--- src/hw/rtl/htfd_pkg.sv ---
// Package for the sensor frame decoder: frame record type, CRC and
// decode constants, and the byte-wide CRC-16 update function.
// No dependencies.
package htfd_pkg;

  localparam int unsigned FrameBytes = 8;
  localparam int unsigned PosW       = 3;

  // Byte positions inside a frame that matter to the assembler.
  localparam logic [PosW-1:0] POS_HUMID_HI = 3'd2;
  localparam logic [PosW-1:0] POS_HUMID_LO = 3'd3;
  localparam logic [PosW-1:0] POS_TEMP_HI  = 3'd4;
  localparam logic [PosW-1:0] POS_TEMP_LO  = 3'd5;
  localparam logic [PosW-1:0] POS_CRC_LO   = 3'd6;
  localparam logic [PosW-1:0] POS_CRC_HI   = 3'd7;

  localparam logic [15:0] CRC_INIT = 16'hFFFF;
  localparam logic [15:0] CRC_POLY = 16'hA001;

  // floor(x * RECIP_TEN / 2^RECIP_SHIFT) equals x / 10 for 0 <= x <= 32768.
  localparam logic [31:0] RECIP_TEN   = 32'd52429;
  localparam int unsigned RECIP_SHIFT = 19;

  // One completed frame, as handed from the assembler to the decoder.
  typedef struct packed {
    logic        crc_ok;
    logic [15:0] humid_raw;
    logic [15:0] temp_raw;
  } frame_t;

  // Push side of the frame queue.
  typedef struct packed {
    logic   valid;
    frame_t frame;
  } frame_push_t;

  // Reflected CRC-16 update over one byte, least significant bit first.
  function automatic logic [15:0] crc16_byte(input logic [15:0] crc_in,
                                             input logic [7:0]  data);
    logic [15:0] crc;
    crc = crc_in ^ {8'h00, data};
    for (int k = 0; k < 8; k++) begin
      if (crc[0]) begin
        crc = (crc >> 1) ^ CRC_POLY;
      end else begin
        crc = crc >> 1;
      end
    end
    return crc;
  endfunction

endpackage

--- src/hw/rtl/htfd_front.sv ---
// Front part of the frame decoder: counts bytes, runs the CRC and collects
// the data bytes, then hands a frame record to the queue on the last byte.
// Depends on htfd_pkg.
module htfd_front
  import htfd_pkg::*;
(
  input  logic        clk_i,
  input  logic        rst_ni,
  input  logic        push,
  output logic        full,
  input  logic [7:0]  rx_byte_i,
  input  logic        q_full_i,
  output frame_push_t q_push_o
);

  logic [PosW-1:0] pos_q, pos_d;
  logic [15:0]     crc_q, crc_d;
  logic [15:0]     humid_q, temp_q;
  logic [7:0]      crc_lo_q;
  logic            last_byte;
  logic            accept;

  // Only the last byte of a frame needs room in the queue.
  assign last_byte = (pos_q == POS_CRC_HI);
  assign full      = last_byte && q_full_i;
  assign accept    = push && !full;

  // Byte position and running CRC.
  always_comb begin
    pos_d = pos_q;
    crc_d = crc_q;
    if (accept) begin
      pos_d = pos_q + 1'b1;
      if (last_byte) begin
        crc_d = CRC_INIT;
      end else if (pos_q < POS_CRC_LO) begin
        crc_d = crc16_byte(crc_q, rx_byte_i);
      end
    end
  end

  always_ff @(posedge clk_i or negedge rst_ni) begin
    if (!rst_ni) begin
      pos_q <= '0;
      crc_q <= CRC_INIT;
    end else begin
      pos_q <= pos_d;
      crc_q <= crc_d;
    end
  end

  // Capture the bytes that the frame record needs.
  always_ff @(posedge clk_i) begin
    if (accept) begin
      unique case (pos_q)
        POS_HUMID_HI: humid_q[15:8] <= rx_byte_i;
        POS_HUMID_LO: humid_q[7:0]  <= rx_byte_i;
        POS_TEMP_HI:  temp_q[15:8]  <= rx_byte_i;
        POS_TEMP_LO:  temp_q[7:0]   <= rx_byte_i;
        POS_CRC_LO:   crc_lo_q      <= rx_byte_i;
        default: ;
      endcase
    end
  end

  // The received CRC is complete with the byte now arriving.
  assign q_push_o.valid           = accept && last_byte;
  assign q_push_o.frame.crc_ok    = (crc_q == {rx_byte_i, crc_lo_q});
  assign q_push_o.frame.humid_raw = humid_q;
  assign q_push_o.frame.temp_raw  = temp_q;

endmodule

--- src/hw/rtl/htfd_fifo.sv ---
// Short queue of frame records between the assembler and the decoder.
// Depends on htfd_pkg.
module htfd_fifo
  import htfd_pkg::*;
#(
  parameter int unsigned Depth = 2
) (
  input  logic        clk_i,
  input  logic        rst_ni,
  input  frame_push_t push_i,
  output logic        full_o,
  output logic        valid_o,
  output frame_t      data_o,
  input  logic        pop_i
);

  localparam int unsigned PtrW = (Depth > 1) ? $clog2(Depth) : 1;
  localparam int unsigned CntW = $clog2(Depth + 1);
  localparam logic [PtrW-1:0] LastPtr = PtrW'(Depth - 1);

  frame_t          mem_q [Depth];
  logic [PtrW-1:0] wr_ptr_q, rd_ptr_q;
  logic [CntW-1:0] count_q;
  logic            do_push, do_pop;

  assign full_o  = (count_q == CntW'(Depth));
  assign valid_o = (count_q != '0);
  assign data_o  = mem_q[rd_ptr_q];
  assign do_push = push_i.valid && !full_o;
  assign do_pop  = pop_i && valid_o;

  // Storage, written at the tail.
  always_ff @(posedge clk_i) begin
    if (do_push) begin
      mem_q[wr_ptr_q] <= push_i.frame;
    end
  end

  // Pointers and fill count.
  always_ff @(posedge clk_i or negedge rst_ni) begin
    if (!rst_ni) begin
      wr_ptr_q <= '0;
      rd_ptr_q <= '0;
      count_q  <= '0;
    end else begin
      if (do_push) begin
        wr_ptr_q <= (wr_ptr_q == LastPtr) ? '0 : wr_ptr_q + 1'b1;
      end
      if (do_pop) begin
        rd_ptr_q <= (rd_ptr_q == LastPtr) ? '0 : rd_ptr_q + 1'b1;
      end
      if (do_push && !do_pop) begin
        count_q <= count_q + 1'b1;
      end else if (do_pop && !do_push) begin
        count_q <= count_q - 1'b1;
      end
    end
  end

endmodule

--- src/hw/rtl/htfd_back.sv ---
// Back part of the frame decoder: splits humidity and temperature tenths
// into whole and tenths parts over two stages and holds the result item.
// Depends on htfd_pkg.
module htfd_back
  import htfd_pkg::*;
(
  input  logic               clk_i,
  input  logic               rst_ni,
  input  logic               q_valid_i,
  input  frame_t             q_data_i,
  output logic               q_pop_o,
  output logic               empty,
  input  logic               pop,
  output logic               crc_ok_o,
  output logic signed [12:0] temp_whole_o,
  output logic signed [4:0]  temp_tenths_o,
  output logic signed [12:0] humid_whole_o,
  output logic signed [4:0]  humid_tenths_o
);

  // Stage one: magnitude and reciprocal product.
  logic        s1_v_q, out_v_q;
  logic        s1_crc_ok_q;
  logic        s1_h_neg_q, s1_t_neg_q;
  logic [15:0] s1_h_abs_q, s1_t_abs_q;
  logic [31:0] s1_h_prod_q, s1_t_prod_q;
  logic [15:0] h_abs, t_abs;
  logic        out_ready, s1_adv;

  assign out_ready = !out_v_q || pop;
  assign s1_adv    = !s1_v_q || out_ready;
  assign q_pop_o   = q_valid_i && s1_adv;
  assign empty     = !out_v_q;

  assign h_abs = q_data_i.humid_raw[15] ? (~q_data_i.humid_raw + 16'd1)
                                        : q_data_i.humid_raw;
  assign t_abs = q_data_i.temp_raw[15] ? (~q_data_i.temp_raw + 16'd1)
                                       : q_data_i.temp_raw;

  always_ff @(posedge clk_i) begin
    if (q_pop_o) begin
      s1_crc_ok_q <= q_data_i.crc_ok;
      s1_h_neg_q  <= q_data_i.humid_raw[15];
      s1_t_neg_q  <= q_data_i.temp_raw[15];
      s1_h_abs_q  <= h_abs;
      s1_t_abs_q  <= t_abs;
      s1_h_prod_q <= 32'(h_abs) * RECIP_TEN;
      s1_t_prod_q <= 32'(t_abs) * RECIP_TEN;
    end
  end

  // Stage two: quotient, remainder and sign restore.
  logic [11:0] h_quo, t_quo;
  logic [15:0] h_rem, t_rem;
  logic [12:0] h_whole, t_whole;
  logic [4:0]  h_tenths, t_tenths;

  always_comb begin
    h_quo    = s1_h_prod_q[RECIP_SHIFT +: 12];
    t_quo    = s1_t_prod_q[RECIP_SHIFT +: 12];
    h_rem    = s1_h_abs_q - ({4'd0, h_quo} << 3) - ({4'd0, h_quo} << 1);
    t_rem    = s1_t_abs_q - ({4'd0, t_quo} << 3) - ({4'd0, t_quo} << 1);
    h_whole  = s1_h_neg_q ? (13'd0 - {1'b0, h_quo}) : {1'b0, h_quo};
    t_whole  = s1_t_neg_q ? (13'd0 - {1'b0, t_quo}) : {1'b0, t_quo};
    h_tenths = s1_h_neg_q ? (5'd0 - {1'b0, h_rem[3:0]}) : {1'b0, h_rem[3:0]};
    t_tenths = s1_t_neg_q ? (5'd0 - {1'b0, t_rem[3:0]}) : {1'b0, t_rem[3:0]};
  end

  // Output register holding the oldest result item.
  always_ff @(posedge clk_i) begin
    if (s1_v_q && out_ready) begin
      crc_ok_o       <= s1_crc_ok_q;
      humid_whole_o  <= h_whole;
      humid_tenths_o <= h_tenths;
      temp_whole_o   <= t_whole;
      temp_tenths_o  <= t_tenths;
    end
  end

  // Stage valid flags.
  always_ff @(posedge clk_i or negedge rst_ni) begin
    if (!rst_ni) begin
      s1_v_q  <= 1'b0;
      out_v_q <= 1'b0;
    end else begin
      if (s1_adv) begin
        s1_v_q <= q_valid_i;
      end
      if (out_ready) begin
        out_v_q <= s1_v_q;
      end
    end
  end

endmodule

--- src/hw/rtl/humidity_temp_frame_decoder.sv ---
// Top level of the sensor frame decoder: byte assembler, frame queue and
// decoder. Depends on htfd_pkg, htfd_front, htfd_fifo and htfd_back.
//
//   Channel  Handshake      Item
//   input    push / full    rx_byte_i, one frame byte, byte 0 first
//   result   empty / pop    crc_ok_o, humid/temp whole and tenths parts
//
// One byte is taken every cycle while full is low; full rises only on the last
// byte of a frame while the frame queue is full. A result item passes through
// the frame queue, stage one and the output register after the last byte of
// its frame is taken.
// Reset clears byte position, CRC, queue and all valid flags.
// A stalled result side fills the queue, then holds off the next frame end.
module humidity_temp_frame_decoder
  import htfd_pkg::*;
#(
  parameter int unsigned QueueDepth = 2
) (
  input  logic               clk_i,
  input  logic               rst_ni,
  input  logic               push,
  output logic               full,
  input  logic [7:0]         rx_byte_i,
  output logic               empty,
  input  logic               pop,
  output logic               crc_ok_o,
  output logic signed [12:0] temp_whole_o,
  output logic signed [4:0]  temp_tenths_o,
  output logic signed [12:0] humid_whole_o,
  output logic signed [4:0]  humid_tenths_o
);

  frame_push_t q_push;
  frame_t      q_data;
  logic        q_full, q_valid, q_pop;

  htfd_front u_front (
    .clk_i     (clk_i),
    .rst_ni    (rst_ni),
    .push      (push),
    .full      (full),
    .rx_byte_i (rx_byte_i),
    .q_full_i  (q_full),
    .q_push_o  (q_push)
  );

  htfd_fifo #(
    .Depth (QueueDepth)
  ) u_fifo (
    .clk_i   (clk_i),
    .rst_ni  (rst_ni),
    .push_i  (q_push),
    .full_o  (q_full),
    .valid_o (q_valid),
    .data_o  (q_data),
    .pop_i   (q_pop)
  );

  htfd_back u_back (
    .clk_i          (clk_i),
    .rst_ni         (rst_ni),
    .q_valid_i      (q_valid),
    .q_data_i       (q_data),
    .q_pop_o        (q_pop),
    .empty          (empty),
    .pop            (pop),
    .crc_ok_o       (crc_ok_o),
    .temp_whole_o   (temp_whole_o),
    .temp_tenths_o  (temp_tenths_o),
    .humid_whole_o  (humid_whole_o),
    .humid_tenths_o (humid_tenths_o)
  );

endmodule
--- config.mk ---
export PLATFORM = sky130hd
export DESIGN_NAME = humidity_temp_frame_decoder
export DESIGN_NICKNAME = d
export VERILOG_FILES = /design/src/hw/rtl/htfd_pkg.sv /design/src/hw/rtl/htfd_front.sv /design/src/hw/rtl/htfd_fifo.sv /design/src/hw/rtl/htfd_back.sv /design/src/hw/rtl/humidity_temp_frame_decoder.sv
export SDC_FILE = /design/constraint.sdc
export NUM_CORES = 1
export LEC_CHECK = 0
export ABC_AREA = 0
export BUFFER_PORTS_ARGS = -buffer_cell sky130_fd_sc_hd__buf_2
export CAP_MARGIN = 5
export CORE_UTILIZATION = 40
export DETAILED_ROUTE_END_ITERATION = 6
export GPL_ROUTABILITY_DRIVEN = 0
export PLACE_DENSITY = 0.61
export SYNTH_ARGS = -nofsm -noshare
export SYNTH_HDL_FRONTEND = slang
export SYNTH_HIERARCHICAL = 1
export SYNTH_SLANG_ARGS = --single-unit
export TNS_END_PERCENT = 100
--- constraint.sdc ---
create_clock -name clk_i -period 10.9 [get_ports clk_i]
set_input_delay 1.635 -clock clk_i [delete_from_list [all_inputs] [get_ports clk_i]]
set_output_delay 1.635 -clock clk_i [all_outputs]
set_load 0.03 [all_outputs]
==> run metrics, run 1 <==
cell area after synthesis 17,700 sq um; RSZ-0062 raised after global routing no; number of global-route vias before repair between 10,000 and 15,000; Compound-Gate Fraction of Synth Area 5.77%; first-pass GRT wire length between 50 and 60 mm; most frequent cells in the layout 306 x inv_1, 269 x ha_1, 178 x edfxtp_1; grt ovf 0; die area approximately 45,000 sq um; CP Capture Type register; Final period util between 70% and 80%; crit-path max FO 18; clk_skew approximately 0.018 ns; H-tree Lvls 1; HP Class register to register; post-route antenna net violation count 0; Clock Tree Root clkbuf_16; CTS tree built; Worst-Margin Slew 0.973 ns; DP HPWL between 20 and 30 mm; Clock transition at path regs ~0.070 ns; Clk Latency, worst-skew pair 0.51 ns; Arr. time, crit path between 8 and 9 ns; post-synthesis simple-gate area fraction between 5 and 6%; Initial Util 40.8%; CP Buf/Inv Count 6; Max-slew headroom approximately a third; Post-synth EDFFs 178; port buffer count 50; critical path's slowest cell dfrtp_2; setup TNS 0 ns; post-CTS setup buffers 0; Crit path top cell by count inv_1; Area contributors post-synth edfxtp_1 30%, ha_1 19%, fa_1 17%; Num CTS Buffers 21; post-synthesis mux area share approximately 2.8%; Layout Nets ~2,000; syn_nets roughly 2,000; asr flop ratio synth approximately 12%; Routed WL roughly 34 mm; Vias around 10,000; core area roughly 43,000 sq um; crit start category register; critical path class register to register; max-cap violation count 0; Highest Clock Rate 0.116 GHz; largest family of logic cells by synthesized area adder cells; FP Rows 76; final hold violations 0; synth warn 6; syn avg cell area 11.6 sq um; commonest non-fill, non-tap cell in the layout inv_1; setup violators final 0; area share of the largest cell type after synthesis 30.2%; cell taking the most area after synthesis edfxtp_1; DR pass1 iterations 5; Chip Height approximately 210 microns; Die W 212 microns; maximum root-to-sink buffer count 3; Sink Count ~200; Final Max Slew Viols 0; fin crit period 8.66 ns; post-synth cell types 61; initial DRC count between 500 and 600; Crit path max-delay family adder cells; max incr delay on CP between 0.7 and 0.8 ns; io pins 51; CTS Hold Bufs 0; vias per inst between 4 and 5; status complete, no violations; Yosys reg bits ~200; Seq/Total Area, Yosys between 30% and 40%; XOR/XNOR Fraction of Synth Area a little under a tenth; pin count of the biggest net entering global routing 38; area grow syn2layout 9.30%; Total GRT Usage 16.0%; Post-Synthesis Cells roughly 1,500; Critical Path RT roughly 11 ns; area share of fa/ha/maj cells after synthesis between 30% and 40%; initial antenna violation count 0; post-cts sizing count 0; share of layout cells above drive strength 1 a little under a tenth; main flop type after synthesis edfxtp_1; DRC errors left 0; per-cell routed wire length 15.7 microns
[path summary, 6_finish.rpt]
| kind | startpoint | endpoint | slack, ns | depth (start not counted) |
|---|---|---|---|---|
| worst max register to register | u_fifo/rd_ptr_q | u_back/s1_h_prod_q[27] | 2.24 | 25 |
| min in group asynchronous | rst_ni | u_fifo/count_q[0] | 1.13 | 1 |
| max in group asynchronous | rst_ni | u_fifo/rd_ptr_q | 9.34 | 1 |
| worst min register to register | u_back/s1_crc_ok_q | u_back/crc_ok_o | 0.43 | 0 |
| worst max-delay path | u_fifo/rd_ptr_q | u_back/s1_h_prod_q[27] | 2.24 | 25 |
| worst min-delay path | u_back/s1_crc_ok_q | u_back/crc_ok_o | 0.43 | 0 |
[flip-flops by register name, indices dropped and copies added, names as in the netlist, 2 cells and up]
signal / count
u_fifo/count_q: 2
u_back/humid_tenths_o: 5
u_front/pos_q: 3
u_front/humid_q: 16
u_back/humid_whole_o: 13
u_back/s1_t_abs_q: 4
u_front/crc_q: 16
u_back/s1_h_abs_q: 4
u_back/s1_h_prod_q: 12
u_back/temp_tenths_o: 5
u_back/s1_t_prod_q: 12
u_front/crc_lo_q: 8
u_back/temp_whole_o: 13
u_front/temp_q: 16
u_fifo/mem_q: 66
[per-layer routing]
metal  part of all wire, %  vias to the layer above  global-route usage (%)
met4                   1.3                        0                    2.85
met5                     0                        -                       0
met3                   3.5                       36                    2.26
met1                    49                     5001                    22.3
li1                      -                     5199                       -
met2                    46                      156                    26.6
[worst register-to-register path, delay by kind of cell (launching register included)]
| family | cells | cell delay [ns] |
|---|---|---|
| buf+inv | 6 | 0.79 |
| compound gates | 6 | 1.58 |
| xor+xnor | 2 | 0.60 |
| simple gates | 3 | 1.29 |
| mux | 1 | 0.36 |
| fa+ha+maj | 7 | 3.04 |
| flops | 1 | 0.73 |
[cells in the mapped netlist, types with 3 or more instances]
cell type / n
inv_1: 306
ha_1: 269
edfxtp_1: 178
fa_1: 147
xnor2_1: 126
nand2_1: 65
nor2_1: 50
xor2_1: 50
a21oi_1: 43
o21ai_0: 41
mux2_4: 29
a21o_1: 18
dfstp_2: 16
nand2b_1: 12
o31ai_1: 12
a31oi_1: 11
clkbuf_1: 11
and3_1: 10
nand4_1: 10
dfrtp_1: 9
nand3_1: 9
and2_1: 8
or3_1: 8
o21bai_1: 7
or4_1: 7
nor3_1: 6
nor2b_1: 5
mux2_2: 4
o21a_1: 4
o41ai_1: 4
buf_12: 3
nor4_1: 3
[through the flow]
step | utilization (%) | setup slack [ns] | instances | cell area [sq um] | hold WS (ns)
3_5_place_dp | 42.9 | 2.28 | 2143 | 18600 | 0.419
5_1_grt | 44.6 | 1.75 | 2181 | 19300 | 0.444
3_3_place_gp | 42.9 | 2.46 | 2143 | 18600 | 0.413
6_report | 44.6 | 2.24 | 2182 | 19300 | 0.431
4_1_cts | 44.6 | 2.25 | 2181 | 19300 | 0.435
2_1_floorplan | - | 3.14 | 1520 | 17700 | 0.400
[final cells by class]
cell class	instances	area, sq um
Antenna cell	1	2.50
Clock buffer	31	613
Clock inverter	7	120
Fill cell	4078	24000
Inverter	308	1160
Multi-Input combinational cell	993	10500
Sequential cell	203	5990
Tap cell	585	732
Timing Repair Buffer	54	280
[cells by family after synthesis]
| logic type | after synthesis |
|---|---|
| DFF | 203 |
| AOI/OAI and AO/OA | 160 |
| adders and majority gates | 416 |
| muxes | 35 |
| buffers and inverters | 324 |
| xor gates and xnor gates | 180 |
| and+or+nand+nor | 202 |
Power of run 1 is left out: the tool's default activity adds up to more than one toggle a clock period on the data nets, which glitch-free logic cannot reach.
==> inputs of run 2 (changes only) <==
==> constraint.sdc (replaced) <==
create_clock -name clk_i -period 8.2 [get_ports clk_i]
set_input_delay 1.23 -clock clk_i [delete_from_list [all_inputs] [get_ports clk_i]]
set_output_delay 1.23 -clock clk_i [all_outputs]
set_load 0.03 [all_outputs]
==> run metrics, run 2 (synthesis gave the netlist of run 1 again) <==
status complete, no violations (unchanged); Post-Route Utilization 44.9% (was 44.6%); Chip Height 212 microns (unchanged); initial DRC count 565 (was 520); CP Capture Type register (unchanged); FP Rows 76 (unchanged); Num CTS Buffers 22 (was 21); vias per inst 4.76 (about the same); diode count 0 (was 1); Hold Startpoint u_back/s1_crc_ok_q (unchanged); Routed WL 34.1 mm (was 34.3 mm); Initial Util 40.8% (unchanged); Worst-Margin Slew 0.960 ns (was 0.973 ns); CTS Hold Bufs 0 (unchanged); maximum root-to-sink buffer count 3 (unchanged); Max-slew headroom 35.3% (was 34.5%); setup TNS 0 ns (unchanged); core area 43,400 sq um (unchanged); post-route antenna net violation count 0 (unchanged); fill count 4,065 (was 4,078); Arr. time, crit path 8.12 ns (was 8.90 ns); max-cap violation count 0 (unchanged); per-cell routed wire length 15.5 microns (was 15.7 microns); die area 45,100 sq um (unchanged); Final Max Slew Viols 0 (unchanged); placed insts 2,155 (was 2,143); crit start category register (unchanged); Die W 212 microns (unchanged); number of global-route vias before repair 10,900 (about the same); Hold EP u_back/crc_ok_o (unchanged); grt ovf 0 (unchanged); Total GRT Usage 15.9% (was 16.0%); R2R cell count 24 (was 25); Critical Path RT 8.47 ns (was 11.14 ns); Place WS 0.0273 ns (was 2.28 ns); area grow syn2layout 10.0% (was 9.30%); Clock Tree Root clkbuf_16 (unchanged); Sink Count 203 (unchanged); DP HPWL 28.6 mm (was 28.4 mm); most frequent cells in the layout 305 x inv_1, 269 x ha_1, 178 x edfxtp_1 (was 306 x inv_1, 269 x ha_1, 178 x edfxtp_1); share of layout cells above drive strength 1 10.4% (was 9.52%); first-pass GRT wire length 56.8 mm (was 56.4 mm); Final period util 95.8% (was 79.4%); flop2flop setup slack 0.35 ns (was 2.24 ns); clk_skew 0.0239 ns (was 0.0176 ns); crit-path max FO 6 (was 18); hold path depth 0 (unchanged); DRC errors left 0 (unchanged); H-tree Lvls 1 (unchanged); io pins 51 (unchanged); port buffer count 50 (unchanged); setup violators final 0 (unchanged); Clock transition at path regs 0.06 ns (was 0.07 ns); commonest non-fill, non-tap cell in the layout inv_1 (unchanged); final hold violations 0 (unchanged); Post-Layout Cell Count 2,199 (was 2,182); final setup margin 0.347 ns (was 2.24 ns); fin crit period 7.85 ns (was 8.66 ns); pin count of the biggest net entering global routing 38 (unchanged); HP Class register to register (unchanged); largest register by flop count u_fifo/mem_q (unchanged); Highest Clock Rate 0.127 GHz (was 0.116 GHz); Clk Latency, worst-skew pair 0.53 ns (was 0.51 ns); initial antenna violation count 0 (unchanged); DR pass1 iterations 5 (unchanged); CTS tree built (unchanged); critical path class register to register (unchanged); max FFs per register 66 (unchanged); reg2reg end u_back/s1_t_prod_q[28] (was u_back/s1_h_prod_q[27]); reg2reg start u_fifo/rd_ptr_q (unchanged); Vias 10,500 (was 10,400); Layout Nets 2,026 (was 2,009)
## run 2: area by class of cell
class / count / area [sq um] / share of cell area [%]
Sequential cell: 203 / 5990 / 30.8
Timing Repair Buffer: 70 / 413 / 2.12
Tap cell: 585 / 732 / 3.76
Clock inverter: 12 / 143 / 0.732
Clock buffer: 28 / 573 / 2.94
Inverter: 308 / 1160 / 5.94
Multi-Input combinational cell: 993 / 10500 / 53.7
## run 2: what timing repair did
| action | 4_1_cts | 5_1_grt |
|---|---|---|
| resized for setup | 1 | 6 |
| pin swaps | 0 | 3 |
| setup endpoints to repair | 3 | 13 |
| setup buffers | 0 | 4 |
## run 2: layer usage
metal  vias up  part of all wire (%)  GRT usage, %
met5         -                     0             0
met4         0                   1.3          2.73
met3        36                   3.3          2.36
met2       171                    47          26.7
met1      5028                    49          22.1
li1       5235                     -             -
## run 2: how the worst max path moves through the flow
stage / from / slack [ns] / endpoint
after global routing: u_fifo/rd_ptr_q / -0.007 / u_back/s1_h_prod_q[27]
after detailed placement: u_fifo/rd_ptr_q / 0.03 / u_back/s1_h_prod_q[26]
after floorplan: u_fifo/rd_ptr_q / 0.44 / u_back/s1_t_prod_q[28]
after global placement: u_fifo/rd_ptr_q / 0.23 / u_back/s1_h_prod_q[27]
after CTS: u_fifo/rd_ptr_q / 0.09 / u_back/s1_t_prod_q[28]
final: u_fifo/rd_ptr_q / 0.35 / u_back/s1_t_prod_q[28]
## run 2: metrics by stage
stage / hold slack [ns] / area [sq um]
detailed placement: 0.415 / 18700
finish: 0.434 / 19500
global placement: 0.401 / 18700
floorplan: 0.400 / 17700
CTS: 0.435 / 19400
global route: 0.444 / 19500
## run 2: critical path, stage by stage, from the launching register on
cell     delay [ns]
dfrtp_2        0.47
buf_4          0.16
mux2_4         0.30
or4_4          0.43
or3_4          0.36
or4_1          0.49
o21ai_0        0.22
xnor2_1        0.40
ha_1           0.43
ha_1           0.32
fa_1           0.52
fa_1           0.44
fa_1           0.54
inv_1          0.05
fa_1           0.53
inv_1          0.04
ha_1           0.32
nand3_1        0.16
nor3_1         0.08
a221o_1        0.31
a31oi_2        0.22
nand2_1        0.14
a221o_1        0.36
a21oi_1        0.19
xnor2_1        0.08
Power of run 2 is left out for the same reason.
==> inputs of run 3 (changes only) <==
--- a/config.mk
+++ b/config.mk
@@ -11,7 +11,7 @@
 export CORE_UTILIZATION = 40
 export DETAILED_ROUTE_END_ITERATION = 6
 export GPL_ROUTABILITY_DRIVEN = 0
-export PLACE_DENSITY = 0.61
+export PLACE_DENSITY = 0.63
 export SYNTH_ARGS = -nofsm -noshare
 export SYNTH_HDL_FRONTEND = slang
 export SYNTH_HIERARCHICAL = 1
==> constraint.sdc (replaced) <==
create_clock -name clk_i -period 7.1 [get_ports clk_i]
set_input_delay 1.065 -clock clk_i [delete_from_list [all_inputs] [get_ports clk_i]]
set_output_delay 1.065 -clock clk_i [all_outputs]
set_load 0.03 [all_outputs]
==> run metrics, run 3 (synthesis gave the netlist of run 1 again) <==
DR pass1 iterations 4 (was 5); grt ovf 0 (unchanged); share of layout cells above drive strength 1 21.3% (was 10.4%); final setup margin -0.142 ns (was 0.347 ns); Arr. time, crit path 7.51 ns (was 8.12 ns); largest register by flop count u_fifo/mem_q (unchanged); Clock Tree Root clkbuf_16 (unchanged); DP HPWL 29.9 mm (was 28.6 mm); Num CTS Buffers 21 (was 22); number of global-route vias before repair 11,400 (was 10,900); initial antenna violation count 0 (unchanged); DRC errors left 0 (unchanged); core area 43,400 sq um (unchanged); fin crit period 7.24 ns (was 7.85 ns); initial DRC count 460 (was 565); post-route antenna net violation count 0 (unchanged); final hold violations 0 (unchanged); failing checks setup timing; CTS tree built (unchanged); io pins 51 (unchanged); Layout Nets 2,150 (was 2,026); maximum root-to-sink buffer count 3 (unchanged); Vias 11,000 (was 10,500); RSZ-0062 raised after global routing yes; Die W 212 microns (unchanged); vias per inst 4.72 (was 4.76); placed insts 2,276 (was 2,155); Hold Slack 0.440 ns (was 0.434 ns); Final Max Slew Viols 0 (unchanged); Routed WL 35.6 mm (was 34.1 mm); status complete, but fails checks (was complete, no violations); FP Rows 76 (unchanged); max-cap violation count 0 (unchanged); crit-path max FO 7 (was 6); HP Class register to register (unchanged); Chip Height 212 microns (unchanged); commonest non-fill, non-tap cell in the layout inv_1 (unchanged); most frequent cells in the layout 293 x inv_1, 249 x ha_1, 178 x edfxtp_1 (was 305 x inv_1, 269 x ha_1, 178 x edfxtp_1); Max-slew headroom 37.3% (was 35.3%); Worst-Margin Slew 0.940 ns (was 0.960 ns); CP Capture Type register (unchanged); Place WS -0.412 ns (was 0.0273 ns); hold path depth 0 (unchanged); R2R cell count 23 (was 24); Initial Util 40.8% (unchanged); diode count 0 (unchanged); Critical Path RT 7.36 ns (was 8.47 ns); critical path class register to register (unchanged); H-tree Lvls 1 (unchanged); Hold Startpoint u_front/temp_q[13] (was u_back/s1_crc_ok_q); Total GRT Usage 16.2% (was 15.9%); setup violators final 6 (was 0); first-pass GRT wire length 57.8 mm (was 56.8 mm); Final period util 102% (was 95.8%); pin count of the biggest net entering global routing 38 (unchanged); die area 45,100 sq um (unchanged); Post-Layout Cell Count 2,322 (was 2,199); Clock transition at path regs 0.07 ns (was 0.06 ns); max FFs per register 66 (unchanged); Post-Route Utilization 48.3% (was 44.9%); CP Launch Point u_fifo/rd_ptr_q (unchanged); reg2reg start u_fifo/rd_ptr_q (unchanged); Clk Latency, worst-skew pair 0.51 ns (was 0.53 ns); port buffer count 50 (unchanged); area grow syn2layout 18.2% (was 10.0%); clk_skew 0.0141 ns (was 0.0239 ns); per-cell routed wire length 15.3 microns (was 15.5 microns); Sink Count 203 (unchanged); CTS Hold Bufs 0 (unchanged); crit start category register (unchanged); Highest Clock Rate 0.138 GHz (was 0.127 GHz)
-- run 3: changes by cell type in the layout (fill, tap and decap cells not counted), sizes merged --
cell / before / now
clkbuf: 28 / 26
buf: 70 / 195
clkinv: 8 / 7
inv: 310 / 311
-- run 3: worst paths after layout --
path | slack, ns | endpoint
max | -0.14 | u_back/s1_t_prod_q[28]
min | 0.44 | u_fifo/mem_q[0][13]
max reg2reg | -0.14 | u_back/s1_t_prod_q[28]
min reg2reg | 0.44 | u_fifo/mem_q[0][13]
max in group asynchronous | 6.11 | u_fifo/rd_ptr_q
min in group asynchronous | 0.56 | u_back/out_v_q
-- run 3: per-layer routing --
metal / track usage (%) / wire, microns / up-vias
li1: - / - / 5474
met1: 22.0 / 16900 / 5281
met2: 27.6 / 16900 / 167
met3: 2.16 / 1050 / 48
met4: 3.55 / 749 / 0
met5: 0 / 0 / -
-- run 3: cell type report --
| cell class | instances | area [sq um] |
|---|---|---|
| fillers | 3877 | 22400 |
| multi-input cells | 993 | 11000 |
| flip-flops and latches | 203 | 5990 |
| clock inverters | 12 | 123 |
| well taps | 585 | 732 |
| repair buffers | 195 | 1360 |
| clock buffers | 26 | 544 |
| inverters | 308 | 1160 |
-- run 3: timing repair --
item,CTS,global route
endpoints found under the setup margin,20,22
resized for setup,33,19
buffers inserted,6,2
cloned,0,0
pin swaps,26,11
-- run 3: worst max-delay path, stage by stage, from the launching register on --
cell	delay [ns]
dfrtp_2	0.49
mux2_4	0.33
or4_4	0.53
or3_4	0.36
or4_4	0.54
or4b_4	0.54
inv_4	0.10
ha_4	0.20
ha_4	0.23
fa_1	0.51
fa_2	0.45
fa_1	0.49
inv_1	0.05
fa_1	0.48
inv_2	0.05
ha_4	0.23
nand3_4	0.09
nor3_2	0.06
a221o_1	0.37
a31oi_4	0.23
nand2_2	0.08
a221o_1	0.36
a21oi_2	0.16
xnor2_1	0.07
-- run 3: stage by stage --
step | setup TNS, ns | cell area, sq um
after floorplan | -0.881 | 18000
after global placement | -2.83 | 19900
after detailed placement | -5.22 | 19900
after CTS | -0.382 | 20800
after global routing | -3.29 | 20900
final | -0.575 | 20900
Power of run 3 is left out for the same reason.
